### config.mk
export PLATFORM = sky130hd
export DESIGN_NAME = escape_sequence_decoder
export DESIGN_NICKNAME = d
export VERILOG_FILES = /design/src/design/escd_pkg.sv /design/src/design/escape_sequence_decoder.sv /design/src/design/escd_front.sv /design/src/design/escd_fifo.sv /design/src/design/escd_back.sv
export SDC_FILE = /design/constraint.sdc
export NUM_CORES = 1
export LEC_CHECK = 0
export ABC_CLOCK_PERIOD_IN_PS = 4000
export CELL_PAD_IN_SITES_DETAIL_PLACEMENT = 0
export CELL_PAD_IN_SITES_GLOBAL_PLACEMENT = 1
export CORE_ASPECT_RATIO = 1.25
export CORE_MARGIN = 2
export CORE_UTILIZATION = 52
export DETAILED_ROUTE_END_ITERATION = 8
export DONT_BUFFER_PORTS = 1
export PLACE_DENSITY_LB_ADDON = 0.12
export SYNTH_ARGS = -nofsm -noshare
export SYNTH_HDL_FRONTEND = slang
export SYNTH_SLANG_ARGS = --single-unit
### constraint.sdc
create_clock -name clk -period 4 [get_ports clk]
set_input_delay 0.4 -clock clk [delete_from_list [all_inputs] [get_ports clk]]
set_output_delay 0.4 -clock clk [all_outputs]
set_load 0.02 [all_outputs]
### src/design/escd_pkg.sv
package escd_pkg;

    // Width of the internal byte counter; the reported length is capped at 16 bits.
    localparam int LENGTH_BITS = 16;

    // Depth of the queue between the classifier and the result stage.
    localparam int FIFO_DEPTH = 4;
    localparam int FIFO_PTR_W = $clog2(FIFO_DEPTH);
    localparam int FIFO_CNT_W = $clog2(FIFO_DEPTH + 1);

    // All results caused by one input character, in order.
    // Two results only occur when a numeric escape is ended by a character that
    // itself yields a result; the terminator is always the last result.
    typedef struct packed {
        logic [7:0] byte0;   // first result byte
        logic [7:0] byte1;   // second result byte, used when two is set
        logic       two;     // the item carries two results
        logic       term;    // the last result is the string terminator
    } escd_entry_t;

    // Caps a byte count to the 16-bit reported length.
    function automatic logic [15:0] sat_length(input logic [LENGTH_BITS-1:0] count);
        logic [LENGTH_BITS+15:0] wide;
        logic [15:0]             result;
        wide = {16'b0, count};
        if (wide > {{LENGTH_BITS{1'b0}}, 16'hFFFF})
        begin
            result = 16'hFFFF;
        end
        else
        begin
            result = wide[15:0];
        end
        return result;
    endfunction

endpackage

### src/design/escape_sequence_decoder.sv
// Channel   Handshake                 Payload
// input     push / full               in_char
// result    empty / pop               out_char, run_last, string_end, out_length
//
// One character is accepted per cycle while full is low; an item that yields two
// results stays in the result stage until both have been popped, and the input
// is held whenever the four-entry queue is full, as a slow result side can cause.
// A result passes through the queue and then the result register before it can be popped.
// Reset is asynchronous and active low; it empties the queue and clears the decode
// state and the byte count. The two sides stall independently through the queue.
module escape_sequence_decoder (
    input  logic        clk,
    input  logic        rst_n,
    input  logic        push,
    output logic        full,
    input  logic [7:0]  in_char,
    output logic        empty,
    input  logic        pop,
    output logic [7:0]  out_char,
    output logic        run_last,
    output logic        string_end,
    output logic [15:0] out_length
);

    // The front classifies each character against the escape state and packs every
    // result that the character causes into one queue entry. A character that only
    // changes state (a backslash, an x, a digit inside a run, an escaped newline)
    // pushes nothing.
    escd_pkg::escd_entry_t front_entry;
    logic                  front_push;

    // The queue decouples the classifier from the result stage.
    escd_pkg::escd_entry_t queue_entry;
    logic                  queue_empty;
    logic                  queue_pop;

    escd_front u_front (
        .clk        (clk),
        .rst_n      (rst_n),
        .push       (push),
        .in_char    (in_char),
        .full       (full),
        .entry_push (front_push),
        .entry      (front_entry)
    );

    escd_fifo u_fifo (
        .clk        (clk),
        .rst_n      (rst_n),
        .push       (front_push),
        .push_entry (front_entry),
        .full       (full),
        .pop        (queue_pop),
        .pop_entry  (queue_entry),
        .empty      (queue_empty)
    );

    // The back end holds the oldest entry, hands out its results one at a time and
    // keeps the running byte count that is reported with the terminator.
    escd_back u_back (
        .clk        (clk),
        .rst_n      (rst_n),
        .fifo_empty (queue_empty),
        .fifo_entry (queue_entry),
        .fifo_pop   (queue_pop),
        .empty      (empty),
        .pop        (pop),
        .out_char   (out_char),
        .run_last   (run_last),
        .string_end (string_end),
        .out_length (out_length)
    );

endmodule

### src/design/escd_front.sv
module escd_front (
    input  logic                   clk,
    input  logic                   rst_n,
    input  logic                   push,
    input  logic [7:0]             in_char,
    input  logic                   full,
    output logic                   entry_push,
    output escd_pkg::escd_entry_t  entry
);

    typedef enum logic [1:0] {
        MODE_PLAIN,
        MODE_ESC,
        MODE_HEX,
        MODE_OCT
    } mode_t;

    localparam logic [7:0] CH_NUL       = 8'h00;
    localparam logic [7:0] CH_NEWLINE   = 8'h0A;
    localparam logic [7:0] CH_BACKSLASH = 8'h5C;
    localparam logic [7:0] CH_QUESTION  = 8'h3F;
    localparam logic [7:0] CH_LOWER_A   = 8'h61;
    localparam logic [7:0] CH_LOWER_B   = 8'h62;
    localparam logic [7:0] CH_LOWER_C   = 8'h63;
    localparam logic [7:0] CH_LOWER_F   = 8'h66;
    localparam logic [7:0] CH_LOWER_N   = 8'h6E;
    localparam logic [7:0] CH_LOWER_R   = 8'h72;
    localparam logic [7:0] CH_LOWER_T   = 8'h74;
    localparam logic [7:0] CH_LOWER_V   = 8'h76;
    localparam logic [7:0] CH_LOWER_X   = 8'h78;
    localparam logic [7:0] CH_UPPER_X   = 8'h58;
    localparam logic [7:0] CH_DIGIT_0   = 8'h30;
    localparam logic [7:0] CH_DIGIT_7   = 8'h37;
    localparam logic [7:0] CH_DIGIT_9   = 8'h39;
    localparam logic [7:0] CH_UPPER_A   = 8'h41;
    localparam logic [7:0] CH_UPPER_F   = 8'h46;

    localparam logic [7:0] CODE_BELL    = 8'h07;
    localparam logic [7:0] CODE_BS      = 8'h08;
    localparam logic [7:0] CODE_FS      = 8'h1C;
    localparam logic [7:0] CODE_FF      = 8'h0C;
    localparam logic [7:0] CODE_LF      = 8'h0A;
    localparam logic [7:0] CODE_TAB     = 8'h09;
    localparam logic [7:0] CODE_CR      = 8'h0D;
    localparam logic [7:0] CODE_VT      = 8'h0B;

    mode_t      mode_reg, mode_next;
    logic [1:0] digits_reg, digits_next;
    logic [7:0] accum_reg, accum_next;

    logic       accept;
    logic       hex_ok;
    logic [3:0] hex_digit;
    logic       oct_ok;

    assign accept = push && !full;

    always_comb
    begin
        hex_ok    = 1'b1;
        hex_digit = 4'd0;
        if (in_char >= CH_DIGIT_0 && in_char <= CH_DIGIT_9)
        begin
            hex_digit = 4'(in_char - CH_DIGIT_0);
        end
        else if (in_char >= CH_LOWER_A && in_char <= CH_LOWER_F)
        begin
            hex_digit = 4'(in_char - CH_LOWER_A + 8'd10);
        end
        else if (in_char >= CH_UPPER_A && in_char <= CH_UPPER_F)
        begin
            hex_digit = 4'(in_char - CH_UPPER_A + 8'd10);
        end
        else
        begin
            hex_ok = 1'b0;
        end
    end

    assign oct_ok = (in_char >= CH_DIGIT_0) && (in_char <= CH_DIGIT_7);

    always_comb
    begin
        mode_next   = mode_reg;
        digits_next = digits_reg;
        accum_next  = accum_reg;
        entry_push  = 1'b0;
        entry       = '0;
        unique case (mode_reg)
            MODE_PLAIN:
            begin
                if (in_char == CH_NUL)
                begin
                    entry_push  = 1'b1;
                    entry.term  = 1'b1;
                    digits_next = 2'd0;
                    accum_next  = 8'd0;
                end
                else if (in_char == CH_BACKSLASH)
                begin
                    mode_next = MODE_ESC;
                end
                else
                begin
                    entry_push  = 1'b1;
                    entry.byte0 = in_char;
                end
            end
            MODE_ESC:
            begin
                mode_next  = MODE_PLAIN;
                entry_push = 1'b1;
                unique case (in_char)
                    CH_NUL:
                    begin
                        entry.term  = 1'b1;
                        digits_next = 2'd0;
                        accum_next  = 8'd0;
                    end
                    CH_LOWER_A:  entry.byte0 = CODE_BELL;
                    CH_LOWER_B:  entry.byte0 = CODE_BS;
                    CH_LOWER_C:  entry.byte0 = CODE_FS;
                    CH_LOWER_F:  entry.byte0 = CODE_FF;
                    CH_LOWER_N:  entry.byte0 = CODE_LF;
                    CH_LOWER_T:  entry.byte0 = CODE_TAB;
                    CH_LOWER_R:  entry.byte0 = CODE_CR;
                    CH_LOWER_V:  entry.byte0 = CODE_VT;
                    CH_QUESTION: entry.byte0 = CH_QUESTION;
                    CH_NEWLINE:  entry_push = 1'b0;
                    CH_LOWER_X, CH_UPPER_X:
                    begin
                        entry_push  = 1'b0;
                        mode_next   = MODE_HEX;
                        digits_next = 2'd0;
                        accum_next  = 8'd0;
                    end
                    default:
                    begin
                        if (oct_ok)
                        begin
                            entry_push  = 1'b0;
                            mode_next   = MODE_OCT;
                            digits_next = 2'd1;
                            accum_next  = {5'd0, in_char[2:0]};
                        end
                        else
                        begin
                            entry.byte0 = in_char;
                        end
                    end
                endcase
            end
            MODE_HEX, MODE_OCT:
            begin
                if ((mode_reg == MODE_HEX) ? hex_ok : oct_ok)
                begin
                    digits_next = digits_reg + 2'd1;
                    accum_next  = (mode_reg == MODE_HEX) ? {accum_reg[3:0], hex_digit}
                                                         : {accum_reg[4:0], in_char[2:0]};
                    if ((mode_reg == MODE_HEX) ? (digits_reg == 2'd1) : (digits_reg == 2'd2))
                    begin
                        entry_push  = 1'b1;
                        entry.byte0 = accum_next;
                        mode_next   = MODE_PLAIN;
                    end
                end
                else
                begin
                    // The run ends early: release its value, then treat the
                    // character as a fresh one.
                    entry_push  = 1'b1;
                    entry.byte0 = accum_reg;
                    mode_next   = MODE_PLAIN;
                    if (in_char == CH_NUL)
                    begin
                        entry.two   = 1'b1;
                        entry.term  = 1'b1;
                        digits_next = 2'd0;
                        accum_next  = 8'd0;
                    end
                    else if (in_char == CH_BACKSLASH)
                    begin
                        mode_next = MODE_ESC;
                    end
                    else
                    begin
                        entry.two   = 1'b1;
                        entry.byte1 = in_char;
                    end
                end
            end
            default:
            begin
                mode_next = MODE_PLAIN;
            end
        endcase
        if (!accept)
        begin
            entry_push = 1'b0;
        end
    end

    always_ff @(posedge clk or negedge rst_n)
    begin
        if (!rst_n)
        begin
            mode_reg   <= MODE_PLAIN;
            digits_reg <= 2'd0;
            accum_reg  <= 8'd0;
        end
        else if (accept)
        begin
            mode_reg   <= mode_next;
            digits_reg <= digits_next;
            accum_reg  <= accum_next;
        end
    end

    // An octal run never holds more than two digits between characters.
    assert property (@(posedge clk) disable iff (!rst_n)
        (mode_reg == MODE_OCT) |-> (digits_reg == 2'd1 || digits_reg == 2'd2))
        else $error("octal run holds an impossible digit count");

endmodule

### src/design/escd_fifo.sv
module escd_fifo (
    input  logic                   clk,
    input  logic                   rst_n,
    input  logic                   push,
    input  escd_pkg::escd_entry_t  push_entry,
    output logic                   full,
    input  logic                   pop,
    output escd_pkg::escd_entry_t  pop_entry,
    output logic                   empty
);

    escd_pkg::escd_entry_t entries_reg [escd_pkg::FIFO_DEPTH];

    logic [escd_pkg::FIFO_PTR_W-1:0] wr_ptr_reg;
    logic [escd_pkg::FIFO_PTR_W-1:0] rd_ptr_reg;
    logic [escd_pkg::FIFO_CNT_W-1:0] count_reg;

    logic do_push;
    logic do_pop;

    assign full      = (count_reg == escd_pkg::FIFO_CNT_W'(escd_pkg::FIFO_DEPTH));
    assign empty     = (count_reg == '0);
    assign do_push   = push && !full;
    assign do_pop    = pop && !empty;
    assign pop_entry = entries_reg[rd_ptr_reg];

    always_ff @(posedge clk)
    begin
        if (do_push)
        begin
            entries_reg[wr_ptr_reg] <= push_entry;
        end
    end

    always_ff @(posedge clk or negedge rst_n)
    begin
        if (!rst_n)
        begin
            wr_ptr_reg <= '0;
            rd_ptr_reg <= '0;
            count_reg  <= '0;
        end
        else
        begin
            if (do_push)
            begin
                wr_ptr_reg <= (wr_ptr_reg == escd_pkg::FIFO_PTR_W'(escd_pkg::FIFO_DEPTH - 1))
                              ? '0 : wr_ptr_reg + 1'b1;
            end
            if (do_pop)
            begin
                rd_ptr_reg <= (rd_ptr_reg == escd_pkg::FIFO_PTR_W'(escd_pkg::FIFO_DEPTH - 1))
                              ? '0 : rd_ptr_reg + 1'b1;
            end
            if (do_push && !do_pop)
            begin
                count_reg <= count_reg + 1'b1;
            end
            else if (do_pop && !do_push)
            begin
                count_reg <= count_reg - 1'b1;
            end
        end
    end

    assert property (@(posedge clk) disable iff (!rst_n)
        !(push && full))
        else $error("classifier pushed into a full queue");

endmodule

### src/design/escd_back.sv
module escd_back (
    input  logic                   clk,
    input  logic                   rst_n,
    input  logic                   fifo_empty,
    input  escd_pkg::escd_entry_t  fifo_entry,
    output logic                   fifo_pop,
    output logic                   empty,
    input  logic                   pop,
    output logic [7:0]             out_char,
    output logic                   run_last,
    output logic                   string_end,
    output logic [15:0]            out_length
);

    escd_pkg::escd_entry_t           entry_reg;
    logic                            valid_reg;
    logic                            phase_reg;
    logic [escd_pkg::LENGTH_BITS-1:0] count_reg;

    logic first_half;
    logic take;
    logic load;

    assign first_half = entry_reg.two && !phase_reg;
    assign take       = pop && valid_reg;
    assign load       = !valid_reg || (take && !first_half);
    assign fifo_pop   = load && !fifo_empty;
    assign empty      = !valid_reg;

    always_comb
    begin
        if (first_half)
        begin
            out_char   = entry_reg.byte0;
            run_last   = 1'b0;
            string_end = 1'b0;
        end
        else
        begin
            out_char   = entry_reg.two ? entry_reg.byte1 : entry_reg.byte0;
            run_last   = 1'b1;
            string_end = entry_reg.term;
        end
        out_length = string_end ? escd_pkg::sat_length(count_reg) : 16'd0;
    end

    always_ff @(posedge clk)
    begin
        if (fifo_pop)
        begin
            entry_reg <= fifo_entry;
        end
    end

    always_ff @(posedge clk or negedge rst_n)
    begin
        if (!rst_n)
        begin
            valid_reg <= 1'b0;
            phase_reg <= 1'b0;
            count_reg <= '0;
        end
        else
        begin
            if (take && first_half)
            begin
                phase_reg <= 1'b1;
            end
            else if (load)
            begin
                valid_reg <= !fifo_empty;
                phase_reg <= 1'b0;
            end
            if (take)
            begin
                if (string_end)
                begin
                    count_reg <= '0;
                end
                else if (count_reg != '1)
                begin
                    count_reg <= count_reg + {{(escd_pkg::LENGTH_BITS-1){1'b0}}, 1'b1};
                end
            end
        end
    end

    assert property (@(posedge clk) disable iff (!rst_n)
        phase_reg |-> (valid_reg && entry_reg.two))
        else $error("second result selected without a two-result item");

    assert property (@(posedge clk) disable iff (!rst_n)
        !take |=> $stable(count_reg))
        else $error("byte count moved without a delivered result");

    assert property (@(posedge clk) disable iff (!rst_n)
        (valid_reg && !take) |=> ($stable(entry_reg) && $stable(phase_reg)))
        else $error("waiting result changed before it was taken");

endmodule
==> metrics.cfg, run 1 <==
[die]
rows = 45
die_area_um2 = 13200
die_w_um = 103
start_util_pct = 53.0
fp.dieH_um = 128
fp.coreArea_um2 = 12100
io_pins = 40

[route]
met1_length_mm = 5.94
routed_wl_mm = 15.2
drt-initial-drc-count = 300
dr.pass1.iters = 5
drt-wirelength-per-cell_um = 21.4
met2WireLength_mm = 7.94
vias = 4532
route.met3.wl_um = 780
highest_layer = met4
vias_per_cell = 6.37
final_antenna_net_count = 0
drcViolationCount = 0

[clock_tree]
clkTransAtPathRegs_ps = 60
cts_made_buffers = 17
post_cts_buffers = 0
clock_path_buffers = 2
tritoncts = done
root_buffer = clkbuf_16
insertion_delay_ps = 410
clock_sinks = 127
ctsHtreeMaxLevel = 4
ctsResizeCount = 0
ctsHoldBuffers = 2

[place]
io_buffers = 0
routabilityCongestion = 0.936
dp_slack_ps = 717
dp_hpwl_mm = 10.2

[grt]
gr-total-overflow = 0
grt_first_pass_wirelength_mm = 24.4
grt_use_total_pct = 24.7
antenna_found_initial = 0
grt_max_degree = 38
grt_pass1_vias = 4418

[worst_setup_path]
reg2regPathDepth = 5
cp.required_ps = 4060
worstSetupEndpoint = u_fifo.entries_reg[2][16]
critPathKind = flop to flop
critPathLaunch = u_front.mode_reg[0]
critPathCaptureType = flop
path_max_fanout = 20
cp_data_arrival_time_ps = 3140
r2r_end = u_fifo.entries_reg[2][16]
rrSetupSlack_ps = 930
worstReg2RegStart = u_front.mode_reg[0]
start_kind = flop

[yosys]
synth_nets = 553
synth_top_family_by_area = simple AND/OR/NAND/NOR gates
ys_warn_count = 0
synth.mux.area_fraction_pct = 9.39
synth-seq-cells = 127
synth_fa_ha_area_share_pct = 2.46
async_reset_ff_share_pct = 29.1
avgSynthCellArea_um2 = 12.1
synthSimpleGateAreaFrac_pct = 15.4
post_synth_xor_area_fraction_pct = 0.410
netlist_instances = 529
synth_compound_area_share_pct = 12.9
synth_top_area_share_pct = 42.2
seq_area_frac_synth_pct = 56.6
synth_cell_type_count = 72
ys.flop_type = edfxtp_1
synth.area.top_cells = edfxtp_1 42%, dfrtp_1 14%, mux4_2 6.3%, o21ai_0 3.5%, nor2_1 2.3%
synth.most_common_cell = edfxtp_1
syn-cell-area_um2 = 6410
synth_enable_flop_cells = 90
synth_commonest_cells = 90 x edfxtp_1, 45 x o21ai_0, 40 x nor2_1, 39 x nand2_1, 37 x dfrtp_1
synth.largest_area_cell = edfxtp_1

[power_and_ir_drop]
leakage_nw = 2.66
p_per_area_nw_per_um2 = 661
ir_drop_uv = 364

[timing]
setup_tns_ps = 0
fin_crit_ps = 3070
slew_headroom_pct = 28.9
setup_ws_ps = 926
finalHoldViolCount = 0
period_share_pct = 76.9
setup_viol = 0
grt_setup_unrepaired = no
worst_slew_pin_slew_ps = 1050
max_freq_ghz = 0.325
skew_ps = 8.07
slew_viol_final = 0

[final_layout]
largest_register_ffs = 72
fill_cells = 959
drive_gt1_share_pct = 15.0
n_antenna_cell = 0
area_delta_synth_final_pct = 13.0
nets = 559

[flow_run]
cap_violations = 0

[hold_path]
hp-class = input pin to flop
worstHoldStart = pop
holdPathStages = 2

[run_status]
outcome = complete, no violations

[critical path, cell delays in order (launching register included)]
cell	delay [ps]
dfrtp_1	750
nand2b_1	430
nand2_1	130
o22ai_1	380
nand2_1	140
o311ai_0	880
[layer usage]
| layer | vias to the layer above | global-route usage (%) |
|---|---|---|
| li1 | 2057 | - |
| met1 | 2250 | 30.7 |
| met2 | 185 | 40.3 |
| met3 | 40 | 5.94 |
| met4 | 0 | 12.0 |
| met5 | - | 0 |
[where the power goes]
| group | internal [mW] | total, mW | leakage (nW) | switching [mW] |
|---|---|---|---|---|
| combinational | 0.484 | 1.17 | 1.02 | 0.685 |
| sequential | 1.80 | 1.99 | 1.33 | 0.193 |
| clock | 1.05 | 1.63 | 0.305 | 0.579 |
[cells in the final DEF (no fill, tap or decap), types with 3 or more instances in the layout]
| master | count |
|---|---|
| a21oi_1 | 9 |
| a22oi_1 | 4 |
| a31oi_1 | 8 |
| and2_1 | 10 |
| and3_1 | 23 |
| buf_4 | 11 |
| bufinv_16 | 4 |
| clkbuf_16 | 17 |
| clkinv_4 | 5 |
| dfrtp_1 | 37 |
| edfxtp_1 | 90 |
| ha_1 | 11 |
| inv_1 | 15 |
| inv_6 | 4 |
| mux2_2 | 11 |
| mux2i_1 | 5 |
| mux4_2 | 18 |
| nand2_1 | 39 |
| nand2b_1 | 10 |
| nand3_1 | 14 |
| nand4_1 | 12 |
| nor2_1 | 40 |
| nor2b_1 | 3 |
| nor3_1 | 11 |
| nor4_1 | 6 |
| o211ai_1 | 6 |
| o21ai_0 | 45 |
| o22a_1 | 4 |
| o2bb2ai_1 | 3 |
| o31ai_1 | 6 |
| or3_1 | 5 |
[final cells by class]
| type | count | area, um2 | share of cell area, % |
|---|---|---|---|
| Inverter | 17 | 63.8 | 0.881 |
| Clock buffer | 17 | 425 | 5.87 |
| Tap cell | 164 | 205 | 2.83 |
| Sequential cell | 127 | 3630 | 50.1 |
| Timing Repair Buffer | 13 | 113 | 1.55 |
| Clock inverter | 14 | 206 | 2.85 |
| Multi-Input combinational cell | 359 | 2600 | 35.9 |
[how the worst min path moves through the flow]
stage	end	slack [ps]
floorplan	u_back.count_reg[0]	100
global placement	u_fifo.rd_ptr_reg[0]	110
detailed placement	u_fifo.rd_ptr_reg[1]	110
CTS	u_back.phase_reg	110
global route	u_back.phase_reg	100
finish	u_back.phase_reg	130
[cells by family (layout without fill, tap and decap cells)]
logic type / count (synthesis) / after routing
buf+inv: 43 / 61
compound gates: 121 / 121
fa+ha+maj: 12 / 12
simple gates: 187 / 187
xor+xnor: 3 / 3
mux: 36 / 36
flops: 127 / 127
[metrics by stage]
step	area [um2]	hold WS (ps)	instances	total power [mW]	util, %
6_report	7250	128	711	4.79	59.9
5_1_grt	7250	104	711	5.05	59.9
4_1_cts	7250	108	711	4.85	59.9
3_3_place_gp	6580	105	678	3.15	54.4
3_5_place_dp	6580	105	678	3.18	54.4
2_1_floorplan	6410	104	529	2.88	-
No activity file was read; power rests on OpenSTA's default activity.
==> run 2, diff against run 1 <==
Settings changed: ABC_CLOCK_PERIOD_IN_PS 4000 to 2700, CORE_UTILIZATION 52 to 47.
Clock period 4 ns to 2.7 ns, I/O delays scaled along.
==> run 2 against run 1 <==
  * Non-clock buffer count increased by 35
  * Combinational power grew 60%
  * Register-to-register slack got worse by 700 ps
  * Power rose by 49%
  * Clock-buffer cell count rose by 2
  * Wire length up 3.3%
  * Utilization shrank 3.1 points
  * Via count grew 1.5%
  * Largest cell class unchanged
  * Highest routed layer unchanged
==> metrics.cfg, run 2 (synthesized netlist as in run 1, its figures left out) <==
[grt]
gr-total-overflow = 0  ; unchanged
grt_use_total_pct = 22.6  ; -2.1 points
antenna_found_initial = 0  ; unchanged
grt_pass1_vias = 4696  ; +6.3%
grt_max_degree = 38  ; unchanged
grt_first_pass_wirelength_mm = 24.6  ; +0.94%

[worst_setup_path]
critPathCaptureType = flop
path_max_fanout = 12  ; -40%
crit_buf_inv = 3  ; +3
start_kind = flop
critPathKind = flop to flop
cp_data_arrival_time_ps = 2810  ; -330 ps
crit_path_top_delay_cell = fa_1
cp.required_ps = 3030  ; -1030 ps
max_stage_delay_ps = 430  ; -450 ps
critical-path-top-delay-family = adder cells
crit_chain = buf_4 > o21ai_0 > a31oi_1 > buf_4 > nor3_4 > ha_2 > inv_1 > fa_1 > xor2_1 > nor2_1 > xor2_1

[clock_tree]
post_cts_buffers = 0  ; unchanged
clkTransAtPathRegs_ps = 60  ; about the same
cts_made_buffers = 17  ; unchanged
clock_path_buffers = 2  ; unchanged
clock_sinks = 127  ; unchanged
tritoncts = done
ctsHtreeMaxLevel = 4  ; unchanged
ctsResizeCount = 0  ; unchanged
insertion_delay_ps = 410  ; about the same
root_buffer = clkbuf_16

[die]
fp.dieH_um = 135  ; +5.0%
rows = 47  ; +4.4%
die_area_um2 = 14600  ; +10%
io_pins = 40  ; unchanged
start_util_pct = 48.2  ; -4.7 points
fp.coreArea_um2 = 13300  ; +9.8%
die_w_um = 108  ; +5.0%

[route]
final_antenna_net_count = 0  ; unchanged
drt-initial-drc-count = 358  ; +19%
drcViolationCount = 0  ; unchanged
drt-wirelength-per-cell_um = 20.8  ; -2.6%
dr.pass1.iters = 4  ; -1
vias = 4598  ; +1.5%
routed_wl_mm = 15.7  ; +3.3%
vias_per_cell = 6.10  ; -4.3%

[final_layout]
fill_cells = 1095  ; +14%
n_antenna_cell = 0  ; unchanged
final_cell_mix = 90 x edfxtp_1, 45 x o21ai_0, 45 x buf_4, 40 x nor2_1, 39 x nand2_1
largest_register_ffs = 72  ; unchanged
mostFrequentLayoutCell = edfxtp_1
area_delta_synth_final_pct = 17.6
drive_gt1_share_pct = 20.4  ; +5.4 points
multi_input_area_um2 = 2630  ; +0.86%
seq_area_um2 = 3630  ; unchanged
nets = 594  ; +6.3%

[timing]
fin_crit_ps = 2470  ; -599 ps
setup_ws_ps = 225  ; -701 ps
worst_slew_pin_slew_ps = 888  ; -166 ps
period_share_pct = 91.7  ; +15 points
setup_viol = 0  ; unchanged
slew_viol_final = 0  ; unchanged
skew_ps = 8.63  ; +0.559 ps
grt_setup_unrepaired = no
slew_headroom_pct = 40.1  ; +11 points
finalHoldViolCount = 0  ; unchanged
max_freq_ghz = 0.404  ; +24%

[place]
dp_slack_ps = -28.1  ; -745 ps
io_buffers = 0  ; unchanged
dp_hpwl_mm = 11.2  ; +9.4%
routabilityCongestion = 0.904  ; -3.4%

[power_and_ir_drop]
leakage_nw = 2.82  ; +6.2%
finalPower_mw = 7.15  ; +49%
p_per_area_nw_per_um2 = 948  ; +43%
ir_drop_uv = 660  ; +82%

[flow_run]
cap_violations = 0  ; unchanged

[run_status]
outcome = complete, no violations

[hold_path]
hp-class = input pin to flop

run 2: changes by cell type in the layout (fill, tap and decap cells not counted):
cell	before	now
inv_6	4	3
ha_1	11	9
ha_4	0	1
clkinv_4	5	0
clkbuf_8	0	1
buf_4	11	45
nand2b_4	0	1
clkbuf_1	0	1
nand2b_1	10	9
dlygate4sd3_1	1	2
ha_2	0	1
clkinv_2	0	2
clkinvlp_4	1	4
run 2: final timing paths:
check,start,depth (start not counted),endpoint,slack [ps]
setup reg to reg,u_front.mode_reg[0],11,u_fifo.count_reg[2],230
hold reg to reg,u_fifo.count_reg[2],1,u_fifo.count_reg[2],490
max in group asynchronous,rst_n,2,u_front.accum_reg[2],2150
hold / removal,in_char[0],2,u_front.accum_reg[0],20
min in group asynchronous,rst_n,2,u_fifo.rd_ptr_reg[1],310
setup / recovery,u_front.mode_reg[0],11,u_fifo.count_reg[2],230
run 2: repair_timing:
action | CTS | global route
hold buffers | 3 | 0
endpoints found under the hold margin | 38 | 0
endpoints found under the setup margin | 0 | 0
run 2: where the power goes:
group | internal (mW) | switching, mW
Sequential | 2.67 | 0.208
Clock | 1.57 | 0.827
Combinational | 0.781 | 1.09
run 2: layout make-up:
class	count	share of cell area [%]
Tap cell	171	2.84
Sequential cell	127	48.1
Clock inverter	13	2.47
Inverter	17	0.846
Timing Repair Buffer	48	5.01
Multi-Input combinational cell	359	34.8
Clock buffer	19	5.87
run 2: worst reg2reg max path: stages, from the launching register on:
cell and delay (ps):
dfrtp_1 410, buf_4 200, o21ai_0 180, a31oi_1 110
buf_4 180, nor3_4 180, ha_2 220, inv_1 60
fa_1 430, xor2_1 170, nor2_1 100, xor2_1 160
run 2: stage by stage:
| step | std cells | utilization [%] | cell area [um2] | setup TNS, ps | hold slack [ps] |
|---|---|---|---|---|---|
| after floorplan | 529 | - | 6440 | 0 | -25.6 |
| after global placement | 719 | 51.7 | 6870 | 0 | -24.8 |
| after detailed placement | 719 | 51.7 | 6870 | -28.1 | -24.8 |
| after CTS | 754 | 56.7 | 7540 | 0 | 15.5 |
| after global routing | 754 | 56.7 | 7540 | 0 | 28.1 |
| final | 754 | 56.7 | 7540 | 0 | 20.6 |
run 2: per-layer routing:
metal	routed length (um)	GRT usage, %	part of all wire, %	vias up
li1	-	-	-	2123
met1	6380	27.7	41	2321
met2	8120	37.3	52	125
met3	637	5.02	4.1	29
met4	563	12.0	3.6	0
met5	0	0	0	-
